[src/hdl/npc_pkg.sv]
package npc_pkg;

  // Fixed field widths
  localparam int PIDX_W     = 9;
  localparam int COUNT_W    = 10;
  localparam int DIST_W     = 22;
  localparam int CFG_IDX_W  = 2;
  localparam int CFG_DATA_W = 22;

  // Register indexes
  localparam logic [CFG_IDX_W-1:0] REG_TARGET_COUNT     = 2'd0;
  localparam logic [CFG_IDX_W-1:0] REG_ACCEPT_THRESHOLD = 2'd1;

  // Item modes
  localparam logic MODE_LOAD  = 1'b0;
  localparam logic MODE_QUERY = 1'b1;

  // 9999 cm^2 in units of 1/256 cm^2, and the threshold after reset (5.5 cm^2)
  localparam logic [DIST_W-1:0] SENTINEL_SQ  = 22'd2559744;
  localparam logic [DIST_W-1:0] THRESH_RESET = 22'd1408;

  typedef enum logic [1:0] {
    ST_IDLE,
    ST_SCAN,
    ST_EMPTY,
    ST_WAIT
  } npc_state_e;

  // Travels alongside each stored point through the distance pipeline
  typedef struct packed {
    logic valid;
    logic last;
  } scan_tag_t;

endpackage

[src/hdl/npc_dist.sv]
module npc_dist
  import npc_pkg::*;
#(
  parameter int COORD_BITS = 16,
  parameter int AW         = 9,
  parameter int SW         = 2 * COORD_BITS + 3
) (
  input  logic                        clk_i,
  input  logic                        rst_ni,
  input  logic signed [COORD_BITS-1:0] qx_i,
  input  logic signed [COORD_BITS-1:0] qy_i,
  input  logic [2*COORD_BITS-1:0]     rd_data_i,
  input  scan_tag_t                   tag_i,
  input  logic [AW-1:0]               idx_i,
  output scan_tag_t                   tag_o,
  output logic [AW-1:0]               idx_o,
  output logic [SW-1:0]               dist_o
);

  localparam int CB  = COORD_BITS;
  localparam int SQW = 2 * CB + 2;

  // Stage 0 aligns the tag with the memory read data
  scan_tag_t tag0_q, tag1_q, tag2_q, tag3_q;
  logic [AW-1:0] idx0_q, idx1_q, idx2_q, idx3_q;

  logic [CB:0]    dx_u, dy_u;
  logic [CB:0]    mx_d, my_d, mx_q, my_q;
  logic [SQW-1:0] sqx_d, sqy_d, sqx_q, sqy_q;
  logic [SW-1:0]  sum_d, sum_q;

  always_comb begin
    dx_u = {qx_i[CB-1], qx_i} - {rd_data_i[CB-1], rd_data_i[CB-1:0]};
    dy_u = {qy_i[CB-1], qy_i} - {rd_data_i[2*CB-1], rd_data_i[2*CB-1:CB]};
    mx_d = dx_u[CB] ? (~dx_u + 1'b1) : dx_u;
    my_d = dy_u[CB] ? (~dy_u + 1'b1) : dy_u;
    sqx_d = SQW'(mx_q) * SQW'(mx_q);
    sqy_d = SQW'(my_q) * SQW'(my_q);
    sum_d = SW'(sqx_q) + SW'(sqy_q);
  end

  always_ff @(posedge clk_i or negedge rst_ni) begin
    if (!rst_ni) begin
      tag0_q <= '0;
      tag1_q <= '0;
      tag2_q <= '0;
      tag3_q <= '0;
    end else begin
      tag0_q <= tag_i;
      tag1_q <= tag0_q;
      tag2_q <= tag1_q;
      tag3_q <= tag2_q;
    end
  end

  always_ff @(posedge clk_i) begin
    idx0_q <= idx_i;
    idx1_q <= idx0_q;
    idx2_q <= idx1_q;
    idx3_q <= idx2_q;
    mx_q   <= mx_d;
    my_q   <= my_d;
    sqx_q  <= sqx_d;
    sqy_q  <= sqy_d;
    sum_q  <= sum_d;
  end

  assign tag_o  = tag3_q;
  assign idx_o  = idx3_q;
  assign dist_o = sum_q;

endmodule

[config.mk]
export PLATFORM = sky130hd
export DESIGN_NAME = npc_dist
export DESIGN_NICKNAME = d
export VERILOG_FILES = /design/src/hdl/npc_pkg.sv /design/src/hdl/npc_dist.sv
export SDC_FILE = /design/constraint.sdc
export NUM_CORES = 1
export LEC_CHECK = 0
export ABC_AREA = 1
export BUFFER_PORTS_ARGS = -buffer_cell sky130_fd_sc_hd__clkbuf_2
export CAP_MARGIN = 20
export CORE_ASPECT_RATIO = 1.75
export CORE_MARGIN = 2
export CORE_UTILIZATION = 30
export DETAILED_ROUTE_END_ITERATION = 16
export PLACE_DENSITY = 0.44
export SETUP_SLACK_MARGIN = 0.02
export SLEW_MARGIN = 20
export SYNTH_ARGS = -nofsm -noshare
export SYNTH_HDL_FRONTEND = slang
export SYNTH_SLANG_ARGS = --single-unit
[constraint.sdc]
create_clock -name clk_i -period 5.8 [get_ports clk_i]
set_clock_uncertainty 0.2 [all_clocks]
set_input_delay 0.58 -clock clk_i [delete_from_list [all_inputs] [get_ports clk_i]]
set_output_delay 0.58 -clock clk_i [all_outputs]
set_load 0.1 [all_outputs]
# After elaboration in Yosys (flattened, before gate mapping)

Cells that the tools add are included.

Bits in registers: 181
Bits of input ports: 77
Output and inout bits: 46

Add/sub/neg operators: 5
$mul: 2
Multiplexer cells: 2
Bitwise gates (word level): 2

Operators by type and width:

| cell                                           | count |
|---|---|
| multiplier 17 x 17 -> 34 bit                   | 2 |
| adder 34 x 34 -> 35 bit                        | 1 |
| adder 17 x 1 -> 17 bit (second input constant) | 2 |
| NOT 17 bit                                     | 2 |
| subtractor 16 x 16 -> 17 bit                   | 2 |
| 2-to-1 mux 16 bit                              | 2 |

# Longest topological paths before layout

Gate-level depths: netlist of the first run.

Word-level depth: 4
Depth in mapped cells: 26
Gate-level depth less buffers: 24

# Worst setup path before layout of the first run

Ideal clock, no wire load.

Path kind: register to register
From: reg mx_q[7]
To: reg sqx_q[32]
Data arrival time: 5329 ps
Required time: 5477 ps
Path slack: 148 ps
Cell stages (with the launch flop): 24
Path buffers: 2
Period minus slack after synthesis: 5652 ps
Cell sequence: dfxtp_1 -> clkbuf_1 -> clkbuf_1 -> nand2_1 -> fa_1 -> inv_1 -> fa_1 -> inv_1 -> fa_1 -> inv_1 -> fa_1 -> fa_1 -> inv_1 -> fa_1 -> inv_1 -> ha_1 -> nand2_1 -> nor2_1 -> inv_1 -> nor3_1 -> nand3_1 -> nand3_1 -> a21oi_1 -> xor2_1

Longest elaborated chain between the ends: 1

Ends and longest elaborated chain:

| what                         | line           | RTL |
|---|---|---|
| start: declaration           | npc_dist.sv:28 | `logic [CB:0] mx_d, my_d, mx_q, my_q;` |
| start signal: assignment     | npc_dist.sv:61 | `mx_q <= mx_d;` |
| multiplier 17 x 17 -> 34 bit | npc_dist.sv:37 | `sqx_d = SQW'(mx_q) * SQW'(mx_q);` |
| named net sqx_d[32]          | npc_dist.sv:29 | `logic [SQW-1:0] sqx_d, sqy_d, sqx_q, sqy_q;` |
| end signal: assignment       | npc_dist.sv:63 | `sqx_q <= sqx_d;` |
| end: declaration             | npc_dist.sv:29 |  |

The timed path passes the listed nets, and every way through them passes these cells.
A chain may end at the register's enable or synchronous reset.

# Worst setup path in the final report of the first run

From: reg my_q[13]
To: reg sqy_q[23]

Longest elaborated chain between the ends: 1

Ends and longest elaborated chain:

| what                         | line           | RTL |
|---|---|---|
| start: declaration           | npc_dist.sv:28 |  |
| start signal: assignment     | npc_dist.sv:62 | `my_q <= my_d;` |
| multiplier 17 x 17 -> 34 bit | npc_dist.sv:38 | `sqy_d = SQW'(my_q) * SQW'(my_q);` |
| named net sqy_d[23]          | npc_dist.sv:29 |  |
| end signal: assignment       | npc_dist.sv:64 | `sqy_q <= sqy_d;` |
| end: declaration             | npc_dist.sv:29 |  |

The timed path passes the listed nets, and every way through them passes these cells.

==> results.toml, run 1 <==
[global_route]
grt_pass1_wl_mm = 117
grtUsageTotal_pct = 17.5
grt_pass1_vias = 22968
grt-ovfl-total = 0
antenna_found_initial = 0
grt_max_degree = 19

[worst_setup_path]
crit_path_top_delay_cell = "fa_1"
arrival_ns = 5.76
rr_worst_depth = 22
cpPeakStageDelay_ns = 0.53
cp.required_ns = 6.02
crit_chain = "buf_4, nand2_1, inv_1, fa_1, inv_1, fa_1, inv_1, fa_1, fa_1, fa_1, inv_1, fa_1, inv_1, ha_1, nand2_1, buf_4, nor2_1, inv_1, nor3_2, nand2_1, nand2_1, xor2_2"
crit_type = "flop to flop"
crit_family = "adder cells"
cp_max_fo = 6
cp.depth = 22
cp.buffers_inverters = 8
crit_path_end_kind = "flop"
worst_setup_path_start_kind = "flop"

[status]
status = "finished, final reports clean"

[clocking]
htree_num_levels = 4
cts_num_sinks = 179
root_buffer = "clkbuf_16"
numCtsBuffers = 17
cts_tree = "yes"
clk_pin_slew_ns = 0.08
clockBufferDepth = 2
worstSkewPairLatency_ns = 0.52

[routing]
route.detailed.drc = 0
vias = 20509
viasPerCell = 4.43
detail-route-antenna-nets = 0
drt-initial-drc-count = 597
routed_wl_mm = 71.7
avgRoutedWirePerCell_um = 15.5
drt-pass1-iter-count = 5

[synth]
synthCells = 3291
synth_top_area_cell = "fa_1"
yosys_most_used_dff = "dfxtp_1"
synth-edff-count = 0
ys_seq_area_share_pct = 14.2
syn_avg_cell_area_um2 = 7.76
post-synth-top-count-cell = "inv_1"
ys_ff_latch = 179
ys_top_cells_by_area = "fa_1, ha_1, dfxtp_1"
synthesis.nets = 4033
synth_area_mm2 = 0.0255
yosysWarnings = 0
synth.top_cells.by_count = "inv_1, nand2_1, fa_1, ha_1, dfxtp_1"
async_reset_ff_share_pct = 4.47
synth_cell_type_count = 45
synth_top_area_share_pct = 30.0

[placement]
hpwl_mm = 64.9
gp_congestion = 0.850
portBuffers = 122
pre_cts_ws_ns = -0.0834

[finish]
nets = 4287
antenna_cells = 0
area_growth_pct = 16.3
final_util_pct = 35.2
nFillCells = 9233
drive_gt1_share_pct = 13.0

[sta]
worst-slew-pin-transition_ns = 0.604
slew_violations = 0
hold_viol = 0
min_period_over_period_pct = 95.5
max_freq_mhz = 180
rsz0062_at_grt = "true"
setup_violations = 0
period_needed_ns = 5.54
fin_tns_setup_ns = 0
final.setup.worst_slack_ns = 0.259
slew_headroom_pct = 59.4

[job]
cap_violations = 0

[floorplanning]
num_io_pins = 123
initial_utilization_pct = 30.3
core_area_mm2 = 0.0843
die_area_mm2 = 0.0876
die_y_um = 390
die_x_um = 225
std_cell_rows = 141

[hold_path]
hold_depth = 0
min_path_type = "flop to flop"
kinds of logic (layout without fill, tap and decap cells):
logic type	after synthesis	count (layout)	synth area share, %
flops	179	179	14.2
simple gates	1093	1093	17.8
fa+ha+maj	665	665	43.8
buf+inv	963	1230	14.2
compound gates	275	275	6.02
xor+xnor	116	116	3.98
registers in the layout (all words and copies together), names as in the netlist:
register	count
dist_o	35
idx0_q	9
idx1_q	9
idx2_q	9
idx_o	9
mx_q	17
my_q	17
sqx_q	33
sqy_q	33
tag0_q	2
tag1_q	2
tag2_q	2
tag_o	2
placed cells by master, fill, tap and decap left out, types with 51 or more instances in the layout:
| master | instances |
|---|---|
| o21ai_0 | 51 |
| xor2_1 | 70 |
| ha_1 | 276 |
| buf_4 | 158 |
| inv_1 | 887 |
| nand3_1 | 92 |
| clkbuf_2 | 122 |
| a21oi_1 | 131 |
| nor2_1 | 141 |
| fa_1 | 377 |
| nand2_1 | 732 |
| dfxtp_1 | 150 |
path summary, 6_finish.rpt:
check	startpoint	endpoint	slack (ns)
worst max-delay path	my_q[13]$_DFF_P_	sqy_q[23]$_DFF_P_	0.26
worst min-delay path	idx0_q[1]$_DFF_P_	idx1_q[1]$_DFF_P_	0.13
worst max register to register	my_q[13]$_DFF_P_	sqy_q[23]$_DFF_P_	0.26
worst min register to register	idx0_q[1]$_DFF_P_	idx1_q[1]$_DFF_P_	0.13
max in group asynchronous	rst_ni	tag_o[0]$_DFF_PN0_	4.99
min in group asynchronous	rst_ni	tag0_q[0]$_DFF_PN0_	0.23
through the flow:
| step | hold slack (ns) | cell area, um^2 | std cells |
|---|---|---|---|
| 3_5_place_dp | 0.112 | 28600 | 4584 |
| 6_report | 0.126 | 29700 | 4630 |
| 2_1_floorplan | 0.0844 | 25500 | 3291 |
| 4_1_cts | 0.127 | 29400 | 4628 |
| 5_1_grt | 0.137 | 29700 | 4630 |
| 3_3_place_gp | 0.110 | 28600 | 4584 |
layer usage:
layer | vias up | part of all wire [%] | routed length [um] | track usage [%]
met5 | - | 0 | 0 | 0
met4 | 0 | 4.0 | 2850 | 7.60
met3 | 120 | 1.4 | 969 | 1.71
met2 | 244 | 61 | 43700 | 37.6
met1 | 9881 | 34 | 24200 | 15.9
li1 | 10264 | - | - | -
cell type report:
cell class	count	area (um^2)	share of cell area [%]
timing repair buffer	309	2200	7.40
multi-input combinational	2149	18600	62.5
inverter	889	3340	11.2
clock buffer	21	470	1.58
clock inverter	11	130	0.438
sequential	179	3670	12.4
tap	1072	1340	4.52
what timing repair did:
action	CTS	global route
setup buffers	0	2
hold buffers	12	0
gates resized for setup	9	100
endpoints found under the hold margin	19	0
endpoints found under the setup margin	11	37
pin swaps	1	11
Power of run 1 is left out: the tool's default activity adds up to more than one toggle a clock period on the data nets, which glitch-free logic cannot reach.
==> inputs of run 2 (changes only) <==
CORE_MARGIN = 4   (was 2)
==> run 2 against run 1 <==
Critical path depth is 2 lower. Worst hold slack better by 0.0022 ns. Non-clock buffer count is 25 lower. Maximum frequency is 0.21% lower. Die area is 2.8% higher.
==> results.toml, run 2 (synthesis gave the netlist of run 1 again) <==
[global_route]
grtUsageTotal_pct = 16.9
grt_max_degree = 20
grt_pass1_wl_mm = 119
antenna_found_initial = 1
grt_pass1_vias = 22719
grt-ovfl-total = 0

[clocking]
numCtsBuffers = 17
cts_tree = "yes"
root_buffer = "clkbuf_16"
cts_num_sinks = 179
clk_pin_slew_ns = 0.07
clockBufferDepth = 2
htree_num_levels = 4
worstSkewPairLatency_ns = 0.50

[sta]
period_needed_ns = 5.55
hold_viol = 0
slew_headroom_pct = 59.6
rsz0062_at_grt = "true"
setup_violations = 0
min_period_over_period_pct = 95.7
max_freq_mhz = 180
hold_slack_ns = 0.128
slew_violations = 0
worst-slew-pin-transition_ns = 0.602

[worst_setup_path]
cp_max_fo = 8
cp.required_ns = 6.01
crit_path_top_delay_cell = "fa_1"
crit_path_end_kind = "flop"
worstSetupStartpoint = "my_q[5]$_DFF_P_"
crit_type = "flop to flop"
reg2reg_from = "my_q[5]$_DFF_P_"
crit_chain = "buf_12, buf_4, nand2_1, fa_1, inv_1, fa_1, fa_1, fa_1, fa_1, inv_1, fa_1, inv_1, ha_1, a21oi_1, o21ai_2, buf_4, inv_1, o21ai_2, a21oi_1, xnor2_1"
ff2ff_setup_slack_ns = 0.25
arrival_ns = 5.76
cpPeakStageDelay_ns = 0.58
worst_setup_path_start_kind = "flop"
path_common_cell = "fa_1"

[floorplanning]
die_y_um = 394
core_area_mm2 = 0.0845
die_area_mm2 = 0.0900
die_x_um = 229
std_cell_rows = 141
initial_utilization_pct = 30.2
num_io_pins = 123

[finish]
nets = 4262
final_cell_mix = "inv_1, nand2_1, fa_1"
largest_reg_flops = 35
area_growth_pct = 15.6
antenna_cells = 0
final_util_pct = 34.9
final_common_cell = "inv_1"
nFillCells = 8980
finalInstanceArea_mm2 = 0.0295
drive_gt1_share_pct = 12.5

[routing]
routed_wl_mm = 73.0
avgRoutedWirePerCell_um = 15.9
drt-pass1-iter-count = 5
route.detailed.drc = 0
detail-route-antenna-nets = 0
drt-initial-drc-count = 521
vias = 20413
viasPerCell = 4.43

[placement]
gp_congestion = 0.868
dpl_cell_area_mm2 = 0.0284
portBuffers = 122
hpwl_mm = 65.7

[hold_path]
min_from = "idx0_q[1]$_DFF_P_"
min_path_type = "flop to flop"

[job]
cap_violations = 0

[status]
status = "finished, final reports clean"
## run 2: changes by cell type in the layout (fill, tap and decap cells not counted), sizes merged
cell / previous run / this run
buf: 175 / 150
bufinv: 0 / 2
clkbuf: 143 / 141
clkinvlp: 1 / 0
inv: 896 / 897
## run 2: repair_timing
action | 4_1_cts | 5_1_grt
resized for setup | 5 | 100
hold buffers | 12 | 0
setup buffers | 0 | 6
pin swaps | 0 | 12
hold endpoints to repair | 19 | 0
endpoints found under the setup margin | 8 | 39
## run 2: worst paths after layout
| path | to | depth (start not counted) |
|---|---|---|
| worst min-delay path | idx1_q[1]$_DFF_P_ | 0 |
| worst max register to register | sqy_q[20]$_DFF_P_ | 20 |
| min in group asynchronous | tag1_q[0]$_DFF_PN0_ | 2 |
| worst min register to register | idx1_q[1]$_DFF_P_ | 0 |
| worst max-delay path | sqy_q[20]$_DFF_P_ | 20 |
| max in group asynchronous | tag_o[0]$_DFF_PN0_ | 2 |
## run 2: cell type report
class | count | area, um^2 | share of cell area (%)
Clock inverter | 13 | 184 | 0.623
Timing Repair Buffer | 284 | 1990 | 6.73
Inverter | 889 | 3340 | 11.3
Clock buffer | 19 | 443 | 1.50
Multi-Input combinational cell | 2149 | 18600 | 62.9
Sequential cell | 179 | 3660 | 12.4
Tap cell | 1072 | 1340 | 4.55
## run 2: metal layers
layer	GRT usage, %	share of wire [%]
met5	0	0
met4	6.73	4.0
met3	1.81	1.8
met2	36.6	61
met1	15.3	33
## run 2: stage by stage
| step | worst slack [ns] | setup TNS [ns] | instances |
|---|---|---|---|
| 3_5_place_dp | -0.0376 | -0.120 | 4555 |
| 6_report | 0.247 | 0 | 4605 |
| 4_1_cts | 0.0127 | 0 | 4599 |
| 2_1_floorplan | 0.148 | 0 | 3291 |
| 5_1_grt | -0.00425 | -0.00425 | 4605 |
| 3_3_place_gp | -0.0565 | -0.0853 | 4555 |
## run 2: critical path, delay by kind of cell, from the launching register on
family,cells,cell delay (ns)
compound gates,4,0.72
fa+ha+maj,7,3.29
flops,1,0.35
xor+xnor,1,0.17
buf+inv,7,0.68
simple gates,1,0.08
Power of run 2 is left out for the same reason.
