`src/hdl/npc_pkg.sv`:
```
package npc_pkg;

  // Fixed field widths
  localparam int PIDX_W     = 9;
  localparam int COUNT_W    = 10;
  localparam int DIST_W     = 22;
  localparam int CFG_IDX_W  = 2;
  localparam int CFG_DATA_W = 22;

  // Register indexes
  localparam logic [CFG_IDX_W-1:0] REG_TARGET_COUNT     = 2'd0;
  localparam logic [CFG_IDX_W-1:0] REG_ACCEPT_THRESHOLD = 2'd1;

  // Item modes
  localparam logic MODE_LOAD  = 1'b0;
  localparam logic MODE_QUERY = 1'b1;

  // 9999 cm^2 in units of 1/256 cm^2, and the threshold after reset (5.5 cm^2)
  localparam logic [DIST_W-1:0] SENTINEL_SQ  = 22'd2559744;
  localparam logic [DIST_W-1:0] THRESH_RESET = 22'd1408;

  typedef enum logic [1:0] {
    ST_IDLE,
    ST_SCAN,
    ST_EMPTY,
    ST_WAIT
  } npc_state_e;

  // Travels alongside each stored point through the distance pipeline
  typedef struct packed {
    logic valid;
    logic last;
  } scan_tag_t;

endpackage

```
`src/hdl/npc_best.sv`:
```
module npc_best
  import npc_pkg::*;
#(
  parameter int AW = 9,
  parameter int SW = 35
) (
  input  logic              clk_i,
  input  logic              rst_ni,
  input  logic              init_i,
  input  logic              empty_i,
  input  scan_tag_t         tag_i,
  input  logic [AW-1:0]     idx_i,
  input  logic [SW-1:0]     dist_i,
  input  logic [DIST_W-1:0] thr_i,
  input  logic [PIDX_W-1:0] src_i,
  output logic              done_o,
  output logic [PIDX_W-1:0] source_index_o,
  output logic              matched_o,
  output logic [PIDX_W-1:0] target_index_o,
  output logic [DIST_W-1:0] min_sq_distance_o
);

  localparam int CMPW = (SW > DIST_W) ? SW : DIST_W;
  localparam int IW   = (AW > PIDX_W) ? AW : PIDX_W;

  logic [DIST_W-1:0] best_q, best_d;
  logic [AW-1:0]     best_idx_q, best_idx_d;
  logic              found_q, found_d;
  logic              fin_q, fin_d;
  logic              done_q;
  logic              closer;
  logic              ok;
  logic [IW-1:0]     best_idx_wide;

  logic [PIDX_W-1:0] src_out_q, tgt_out_q;
  logic              matched_q;
  logic [DIST_W-1:0] dist_out_q;

  always_comb begin
    closer     = tag_i.valid && (CMPW'(dist_i) < CMPW'(best_q));
    best_d     = best_q;
    best_idx_d = best_idx_q;
    found_d    = found_q;
    if (init_i) begin
      best_d     = SENTINEL_SQ;
      best_idx_d = '0;
      found_d    = 1'b0;
    end else if (closer) begin
      best_d     = DIST_W'(dist_i);
      best_idx_d = idx_i;
      found_d    = 1'b1;
    end
    fin_d         = (tag_i.valid && tag_i.last) || empty_i;
    ok            = found_q && (best_q < thr_i);
    best_idx_wide = IW'(best_idx_q);
  end

  always_ff @(posedge clk_i or negedge rst_ni) begin
    if (!rst_ni) begin
      fin_q   <= 1'b0;
      done_q  <= 1'b0;
      found_q <= 1'b0;
    end else begin
      fin_q   <= fin_d;
      done_q  <= fin_q;
      found_q <= found_d;
    end
  end

  always_ff @(posedge clk_i) begin
    best_q     <= best_d;
    best_idx_q <= best_idx_d;
    if (fin_q) begin
      src_out_q  <= src_i;
      matched_q  <= ok;
      tgt_out_q  <= ok ? best_idx_wide[PIDX_W-1:0] : '0;
      dist_out_q <= best_q;
    end
  end

  assign done_o            = done_q;
  assign source_index_o    = src_out_q;
  assign matched_o         = matched_q;
  assign target_index_o    = tgt_out_q;
  assign min_sq_distance_o = dist_out_q;

endmodule

```
`config.mk`:
```
export PLATFORM = sky130hd
export DESIGN_NAME = npc_best
export DESIGN_NICKNAME = d
export VERILOG_FILES = /design/src/hdl/npc_pkg.sv /design/src/hdl/npc_best.sv
export SDC_FILE = /design/constraint.sdc
export NUM_CORES = 1
export LEC_CHECK = 0
export ABC_AREA = 0
export BUFFER_PORTS_ARGS = -buffer_cell sky130_fd_sc_hd__buf_4
export CAP_MARGIN = 20
export CORE_MARGIN = 1.5
export CORE_UTILIZATION = 35
export DETAILED_ROUTE_END_ITERATION = 10
export PLACE_DENSITY = 0.56
export SETUP_SLACK_MARGIN = 0.4
export SLEW_MARGIN = 25
export SYNTH_ARGS = -nofsm -noshare
export SYNTH_HDL_FRONTEND = slang
export SYNTH_SLANG_ARGS = --single-unit
```
`constraint.sdc`:
```
create_clock -name clk_i -period 4.7 [get_ports clk_i]
set_input_delay 0 -clock clk_i [delete_from_list [all_inputs] [get_ports clk_i]]
set_output_delay 0 -clock clk_i [all_outputs]
set_load 0.02 [all_outputs]
```
# After elaboration in Yosys (flattened, before gate mapping)
# Cells that the tools add are included.
[totals] register_bits=75 inputBits=81 out_inout_bits=42 elab_cells=18
[classes] magnitude_cmp=2 muxes=2 reduce_logical=5
[op_table] op="less-than comparator 35 x 22 -> 1 bit" count=1
[op_table] op="less-than comparator 22 bit" count=1
[op_table] op="logical AND 1 bit" count=3
[op_table] op="two-way mux 1 bit" count=2
[op_table] op="nonzero test 2 bit" count=1
[op_table] op="logical OR 1 bit" count=1

# Longest topological paths before layout
# Gate-level depths: netlist of run 1.
[logic_depth] ltp_word=4 ltp_mapped=9 ltp_nobuf=8

# Least setup slack after synthesis of run 1
# No wires, ideal clock.
[synth_timing] path_kind="reg-to-reg" startpoint="register best_q[21]" endpoint="register best_idx_q[7]" setup_time_ps=128 arrival_ps=2056 required_ps=4572 setup_slack_ps=2516 stages_incl_launch_ff=9 n_path_buf=1 synth_period_minus_slack_ps=2184 cell_sequence="dfxtp_1 inv_1 ha_1 nand4b_4 or4_1 o221ai_2 buf_6 mux2i_1 nor2_1"
[synth_between] elab_chain_len=2
[synth_lines] element="start: declaration" line_no="npc_best.sv:26" rtl="logic [DIST_W-1:0] best_q, best_d;"
[synth_lines] element="start signal: assignment" line_no="npc_best.sv:71" rtl="best_q <= best_d;"
[synth_lines] element="less-than comparator 35 x 22 -> 1 bit" line_no="npc_best.sv:40" rtl="closer = tag_i.valid && (CMPW'(dist_i) < CMPW'(best_q));"
[synth_lines] element="logical AND 1 bit" line_no="npc_best.sv:40"
[synth_lines] element="end signal: assignment" line_no="npc_best.sv:72" rtl="best_idx_q <= best_idx_d;"
[synth_lines] element="end: declaration" line_no="npc_best.sv:27" rtl="logic [AW-1:0] best_idx_q, best_idx_d;"
# Every way passes these cells.
# A chain may end at the register's enable or synchronous reset.

# Final worst setup path of run 1
[layout_timing] startpoint="register best_q[21]" endpoint="register best_q[7]"
[layout_between] elab_chain_len=2
[layout_lines] element="less-than comparator 35 x 22 -> 1 bit" line_no="npc_best.sv:40"
[layout_lines] element="logical AND 1 bit" line_no="npc_best.sv:40"
# Every way passes these cells.

==> results of run 1 <==
-- sequential cells by signal, indices dropped and copies added (netlist names) --
name	count
fin_q	1
found_q	1
best_q	22
best_idx_q	9
matched_o	1
done_o	1
target_index_o	9
min_sq_distance_o	22
source_index_o	9
-- metal layers --
layer / GRT usage (%) / vias up
met5: 0 / -
met2: 25.94 / 102
met4: 4.697 / 0
met1: 20.78 / 1307
li1: - / 1490
met3: 4.492 / 10
-- critical path, stage by stage, from the launching register on --
cell and delay, ns:
dfxtp_1 0.40, inv_1 0.07, ha_1 0.34, nand4b_4 0.14, or4_1 0.60, o221ai_4 0.76, buf_4 0.41, mux2i_1 0.22
nor2_1 0.06
-- kinds of logic after synthesis --
logic type / Yosys count / synth area share [%]
simple gates: 83 / 11.15
flops: 75 / 53.32
buf+inv: 62 / 7.168
compound gates: 42 / 7.445
fa+ha+maj: 42 / 14.54
mux: 23 / 6.371
-- final cells by class --
class	instances	area, µm²	area share (%)
Clock buffer	9	123.9	2.346
Clock inverter	7	57.56	1.090
Inverter	53	198.9	3.768
Multi-Input combinational cell	190	1439	27.25
Sequential cell	75	1931	36.56
Tap cell	133	166.4	3.152
Timing Repair Buffer	167	1364	25.83
-- timing repair --
item | CTS | global route
hold buffers | 44 | 0
hold endpoints to repair | 44 | 0
setup endpoints to repair | 0 | 0
-- final timing paths --
path | startpoint | end | slack (ns) | depth (start not counted)
min in group asynchronous | rst_ni | fin_q | 0.54 | 3
max in group asynchronous | rst_ni | fin_q | 3.99 | 3
max reg2reg | best_q[21] | best_q[7] | 1.59 | 8
max | best_q[21] | best_q[7] | 1.59 | 8
min | init_i | best_idx_q[0] | 0.07 | 2
min reg2reg | best_q[0] | min_sq_distance_o[0] | 0.49 | 0
-- power by group --
group          switching [mW]  leakage (nW)  internal [mW]
clock network           0.267        0.0833          0.199
logic                  0.0751          1.74          0.104
registers              0.0133         0.688          0.707
-- cell usage in the layout (no fill, tap or decap), types with 2 or more instances in the layout --
cell | synthesis | routed
a211oi_1 | 4 | 4
a21o_1 | 4 | 4
a21oi_1 | 21 | 21
a221oi_1 | 2 | 2
buf_4 | 1 | 123
clkbuf_8 | 0 | 9
clkinvlp_4 | 0 | 3
dfrtp_1 | 3 | 2
dfxtp_1 | 31 | 31
dlygate4sd3_1 | 0 | 44
edfxtp_1 | 41 | 41
ha_1 | 42 | 42
inv_1 | 53 | 53
inv_6 | 0 | 4
mux2i_1 | 23 | 23
nand2_1 | 10 | 10
nand4_1 | 4 | 4
nor2_1 | 35 | 35
nor2b_1 | 2 | 2
nor3_1 | 20 | 20
nor4_1 | 5 | 5
o211ai_1 | 2 | 2
o21ai_0 | 4 | 4
-- per-stage QoR --
stage / util [%] / worst slack [ns] / instance area (µm²) / cells / hold slack [ns]
global placement: 46.98 / 1.698 / 4656 / 574 / -0.2033
detailed placement: 46.98 / 1.575 / 4656 / 574 / -0.2037
floorplan: - / 2.516 / 3613 / 327 / -0.2956
global route: 53.28 / 1.396 / 5280 / 634 / 0.07855
CTS: 53.26 / 1.555 / 5278 / 634 / 0.06129
finish: 53.28 / 1.595 / 5280 / 634 / 0.07218
==> metrics.md, run 1 <==
| Metric | Value |
|---|---|
| Synthesized flop and latch total | 75 |
| Met2 WL | between 3000 and 4000 µm |
| CTS clock-pin slew for the worst setup and hold paths | 0.09 ns |
| F_max | between 300 and 400 MHz |
| Synth top cells by count | inv_1, ha_1, edfxtp_1, nor2_1, dfxtp_1 |
| Antenna cells | 0 |
| Post-synth EDFFs | 41 |
| Cells after synthesis | 327 |
| Final min period | 3.105 ns |
| Setup bufs post-CTS | 0 |
| Slew margin rel. | between 30 and 40% |
| CTS Sinks | 75 |
| Clock skew | 0.008019 ns |
| Final setup vio count | 0 |
| Mean area per synthesized cell | ~11 µm² |
| GRT Residual Overflow | 0 |
| Initial core utilization | between 30% and 40% |
| Post-Route WL | between 8000 and 9000 µm |
| Main area contributors after synthesis | edfxtp_1, dfxtp_1, ha_1 |
| Clk_lat worst skew | around 0.35 ns |
| Cts bufs inserted | 9 |
| Fin nets | around 620 |
| Drt drc | 0 |
| # resized after CTS | 0 |
| Detailed-routed wire length on met3 | 505 µm |
| Crit start category | flop |
| Tcrit/Tclk final | 66.07% |
| # H-tree levels | 3 |
| CP endpoint kind | flop |
| Post-synthesis sequential area ratio | 53.32% |
| Vias in the first global route | approximately 2900 |
| CORE AREA | between 0.009 and 0.01 mm² |
| HPWL Detailed | approximately 6000 µm |
| VDD IR max | between 0.0001 and 0.00015 V |
| Leakage | approximately 2.5 nW |
| Worst-path maximum fanout | 24 |
| GPL Wtd Cong | approximately 0.8 |
| Clk root buf | clkbuf_8 |
| Layout area overhead | 46.12% |
| Post-Syn Area | approximately 0.0036 mm² |
| DRT Pass-1 Iters | 4 |
| Crit Path Category | reg -> reg |
| TNS Setup | 0 ns |
| Die Wd | 104.6 µm |
| Worst slew pin tran | about 0.95 ns |
| Final Power | 1.365 mW |
| Fin. Hold Viols | 0 |
| Metal-1 WL | just under 4000 µm |
| Max Used Layer | met4 |
| # IOs | 123 |
| Async S/R FF share, synth | 4.000% |
| Antenna violations before repair | 0 |
| Routed len/inst | around 13 µm |
| CTS tree | done |
| Main synth FF type | edfxtp_1 |
| Max Cap Viol | 0 |
| Total GRT Usage | ~16% |
| Vias | slightly below 3000 |
| Share of layout cells above drive strength 1 | ~29% |
| Status | finished clean |
| Top-area cell type share of the netlist area | roughly a third |
| First-pass GRT wire length | ~14000 µm |
| Routed Antenna Nets | 0 |
| Via/cell ratio | approximately 4.6 |
| Netlist cell types | 33 |
| Num rows | 36 |
| Slew Limit Fails | 0 |
| Clock Path Buffers | 2 |
| Largest net degree at the start of global routing | 43 |
| Pwr Density | approximately 260 mW/mm² |
| Arr. time, crit path | roughly 3.3 ns |
| Syn_nets | 450 |
| Worst hold-check path type | in -> reg |
| Worst endpoint required time | a little under 5 ns |
| Fillers | about 900 |
| Die height | about 100 µm |
| DR iter-0 viols | 91 |
| Port-buffer cells | about 120 |
| RSZ-0062 raised after global routing | no |
| Top-count cell post-synth | inv_1 |
| Cell taking the most area after synthesis | edfxtp_1 |
| Die Footprint | between 0.01 and 0.015 mm² |
| Yosys warning count | 0 |
Note: power is estimated with default switching activity, not from simulation.
==> inputs of run 2 (changes only) <==
==> constraint.sdc (replaced) <==
create_clock -name clk_i -period 3.15 [get_ports clk_i]
set_input_delay 0 -clock clk_i [delete_from_list [all_inputs] [get_ports clk_i]]
set_output_delay 0 -clock clk_i [all_outputs]
set_load 0.02 [all_outputs]
==> run 2 against run 1 <==
Clock power increased by 84%. Sequential cell count unchanged. Register-to-register slack got worse by 0.90 ns. Critical path depth unchanged. Total power increased by 61%. Sequential power increased by 49%. Fmax increased by 27%. Core utilization increased by 0.62 points. Global-route usage increased by 0.40 points. Via count decreased by 1.2%. Critical path type unchanged.
==> metrics.md, run 2 (synthesis gave the netlist of run 1 again) <==
| Metric | Value |
|---|---|
| Port-buffer cells | 122 (unchanged) |
| Via/cell ratio | 4.526 (was 4.588) |
| Status | finished clean (unchanged) |
| CORE AREA | 0.009910 mm² (unchanged) |
| TNS Setup | 0 ns (unchanged) |
| Post-Route WL | 8555 µm (was 8468 µm) |
| CTS tree | done (unchanged) |
| Clk_lat worst skew | 0.35 ns (about the same) |
| DR iter-0 viols | 62 (was 91) |
| Most frequent cells in the layout | buf_4, inv_1, dlygate4sd3_1 (unchanged) |
| Crit Path Category | reg -> reg (unchanged) |
| Share of layout cells above drive strength 1 | 28.69% (was 28.54%) |
| Drt drc | 0 (unchanged) |
| DRT Pass-1 Iters | 4 (unchanged) |
| Largest net degree at the start of global routing | 43 (unchanged) |
| Post-Place Cell Area | 0.004663 mm² (was 0.004656 mm²) |
| Crit-path leading delay family | simple AND/OR/NAND/NOR gates (unchanged) |
| CP endpoint kind | flop (unchanged) |
| Setup bufs post-CTS | 0 (unchanged) |
| Cts bufs inserted | 9 (unchanged) |
| Routed len/inst | 13.47 µm (was 13.36 µm) |
| # IOs | 123 (unchanged) |
| Post-route cell area | 0.005341 mm² (was 0.005280 mm²) |
| First-pass GRT wire length | 13910 µm (was 13710 µm) |
| Clock skew | 0.01106 ns (was 0.008019 ns) |
| HPWL Detailed | 6088 µm (was 6047 µm) |
| CTS Sinks | 75 (unchanged) |
| Fillers | 906 (was 916) |
| Clk root buf | clkbuf_8 (unchanged) |
| Slew Limit Fails | 0 (unchanged) |
| Die height | 104.6 µm (unchanged) |
| CTS clock-pin slew for the worst setup and hold paths | 0.08 ns (was 0.09 ns) |
| # H-tree levels | 3 (unchanged) |
| Final Power | 2.199 mW (was 1.365 mW) |
| WP buf/inv | 2 (unchanged) |
| Pwr Density | 411.6 mW/mm² (was 258.5 mW/mm²) |
| Crit path cell chain | inv_1 -> ha_1 -> nand4b_4 -> or4_1 -> o221ai_4 -> buf_6 -> mux2i_1 -> nor2_1 (was inv_1 -> ha_1 -> nand4b_4 -> or4_1 -> o221ai_4 -> buf_4 -> mux2i_1 -> nor2_1) |
| Crit start category | flop (unchanged) |
| Total GRT Usage | 16.39% (was 15.99%) |
| Worst-path maximum fanout | 29 (was 24) |
| Max incr delay on CP | 0.58 ns (was 0.76 ns) |
| RSZ-0062 raised after global routing | no (unchanged) |
| Num rows | 36 (unchanged) |
| Commonest non-fill, non-tap cell in the layout | buf_4 (unchanged) |
| Die Footprint | 0.01094 mm² (unchanged) |
| GRT Residual Overflow | 0 (unchanged) |
| GPL Wtd Cong | 0.8409 (was 0.8088) |
| Fin. Hold Viols | 0 (unchanged) |
| Antenna cells | 0 (unchanged) |
| Worst endpoint required time | 3.38 ns (was 4.93 ns) |
| F_max | 407.9 MHz (was 322.0 MHz) |
| Slew margin rel. | 35.44% (was 36.53%) |
| Tcrit/Tclk final | 77.83% (was 66.07%) |
| Final setup vio count | 0 (unchanged) |
| Die Wd | 104.6 µm (unchanged) |
| Worst slew pin tran | 0.9684 ns (was 0.9521 ns) |
| Max Cap Viol | 0 (unchanged) |
| Final min period | 2.452 ns (was 3.105 ns) |
| Initial core utilization | 36.46% (unchanged) |
| Leakage | 2.554 nW (was 2.517 nW) |
| Routed Antenna Nets | 0 (unchanged) |
| Vias | 2874 (was 2909) |
| VDD IR max | 0.0002988 V (was 0.0001245 V) |
| Layout area overhead | 47.82% (was 46.12%) |
| Slowest cell on the critical path | or4_1 (was o221ai_4) |
| Vias in the first global route | 2882 (was 2852) |
| Fin nets | 620 (was 619) |
| Antenna violations before repair | 0 (unchanged) |
| Arr. time, crit path | 2.68 ns (was 3.34 ns) |
| Clock Path Buffers | 2 (unchanged) |
| Worst hold-check path type | in -> reg (unchanged) |
-- run 2: changes by cell type in the layout (fill, tap and decap cells not counted) --
cell,change
inv_6,-3
dfrtp_4,-1
bufinv_16,+2
clkinv_4,+1
clkbuf_8,+1
dfrtp_2,+1
clkinvlp_4,-2
buf_6,+1
inv_8,+1
-- run 2: per-layer routing --
layer	vias up	track usage, %	wire length (µm)
met1	1287	20.37	3931
met3	8	4.741	500
met5	-	0	0
met4	0	4.110	104
li1	1483	-	-
met2	96	27.91	4019
-- run 2: power breakdown --
group	internal, mW	total [mW]	switching (mW)
combinational	0.154	0.266	0.112
clock	0.477	0.858	0.381
sequential	1.06	1.07	0.0194
-- run 2: layout make-up --
class                      instances  area [µm²]  share of cell area [%]
clock buffer                      10       137.6                   2.577
clock inverter                     6       96.34                   1.804
inverter                          53       198.9                   3.725
multi-input combinational        190        1439                   26.94
sequential                        75        1928                   36.10
tap                              133       166.4                   3.115
timing repair buffer             168        1375                   25.74
-- run 2: through the flow --
stage               instances  hold WS (ns)  util [%]  worst slack (ns)
floorplan                 327       -0.2956         -            0.9661
global placement          575       -0.2026     47.06            0.6558
detailed placement        575       -0.2039     47.06            0.5928
CTS                       635       0.06141     53.86            0.5751
global route              635       0.07875     53.90            0.4914
finish                    635       0.07630     53.90            0.6984
-- run 2: worst reg2reg max path: stages, from the launching register on --
cell	delay, ns
dfxtp_1	0.39
inv_1	0.06
ha_1	0.34
nand4b_4	0.14
or4_1	0.58
o221ai_4	0.21
buf_6	0.32
mux2i_1	0.25
nor2_1	0.05
-- run 2: path summary, 6_finish.rpt --
check / startpoint / endpoint / slack, ns / cells past startpoint
max in group asynchronous: rst_ni / fin_q / 2.45 / 3
min: init_i / best_q[15] / 0.08 / 2
min in group asynchronous: rst_ni / fin_q / 0.53 / 3
min reg2reg: best_q[0] / min_sq_distance_o[0] / 0.48 / 0
max reg2reg: best_q[21] / best_idx_q[6] / 0.70 / 8
max: best_q[21] / best_idx_q[6] / 0.70 / 8
-- run 2: what timing repair did --
action	in CTS	in global routing
setup endpoints to repair	0	1
hold endpoints to repair	44	0
resized for setup	0	1
hold buffers	44	0
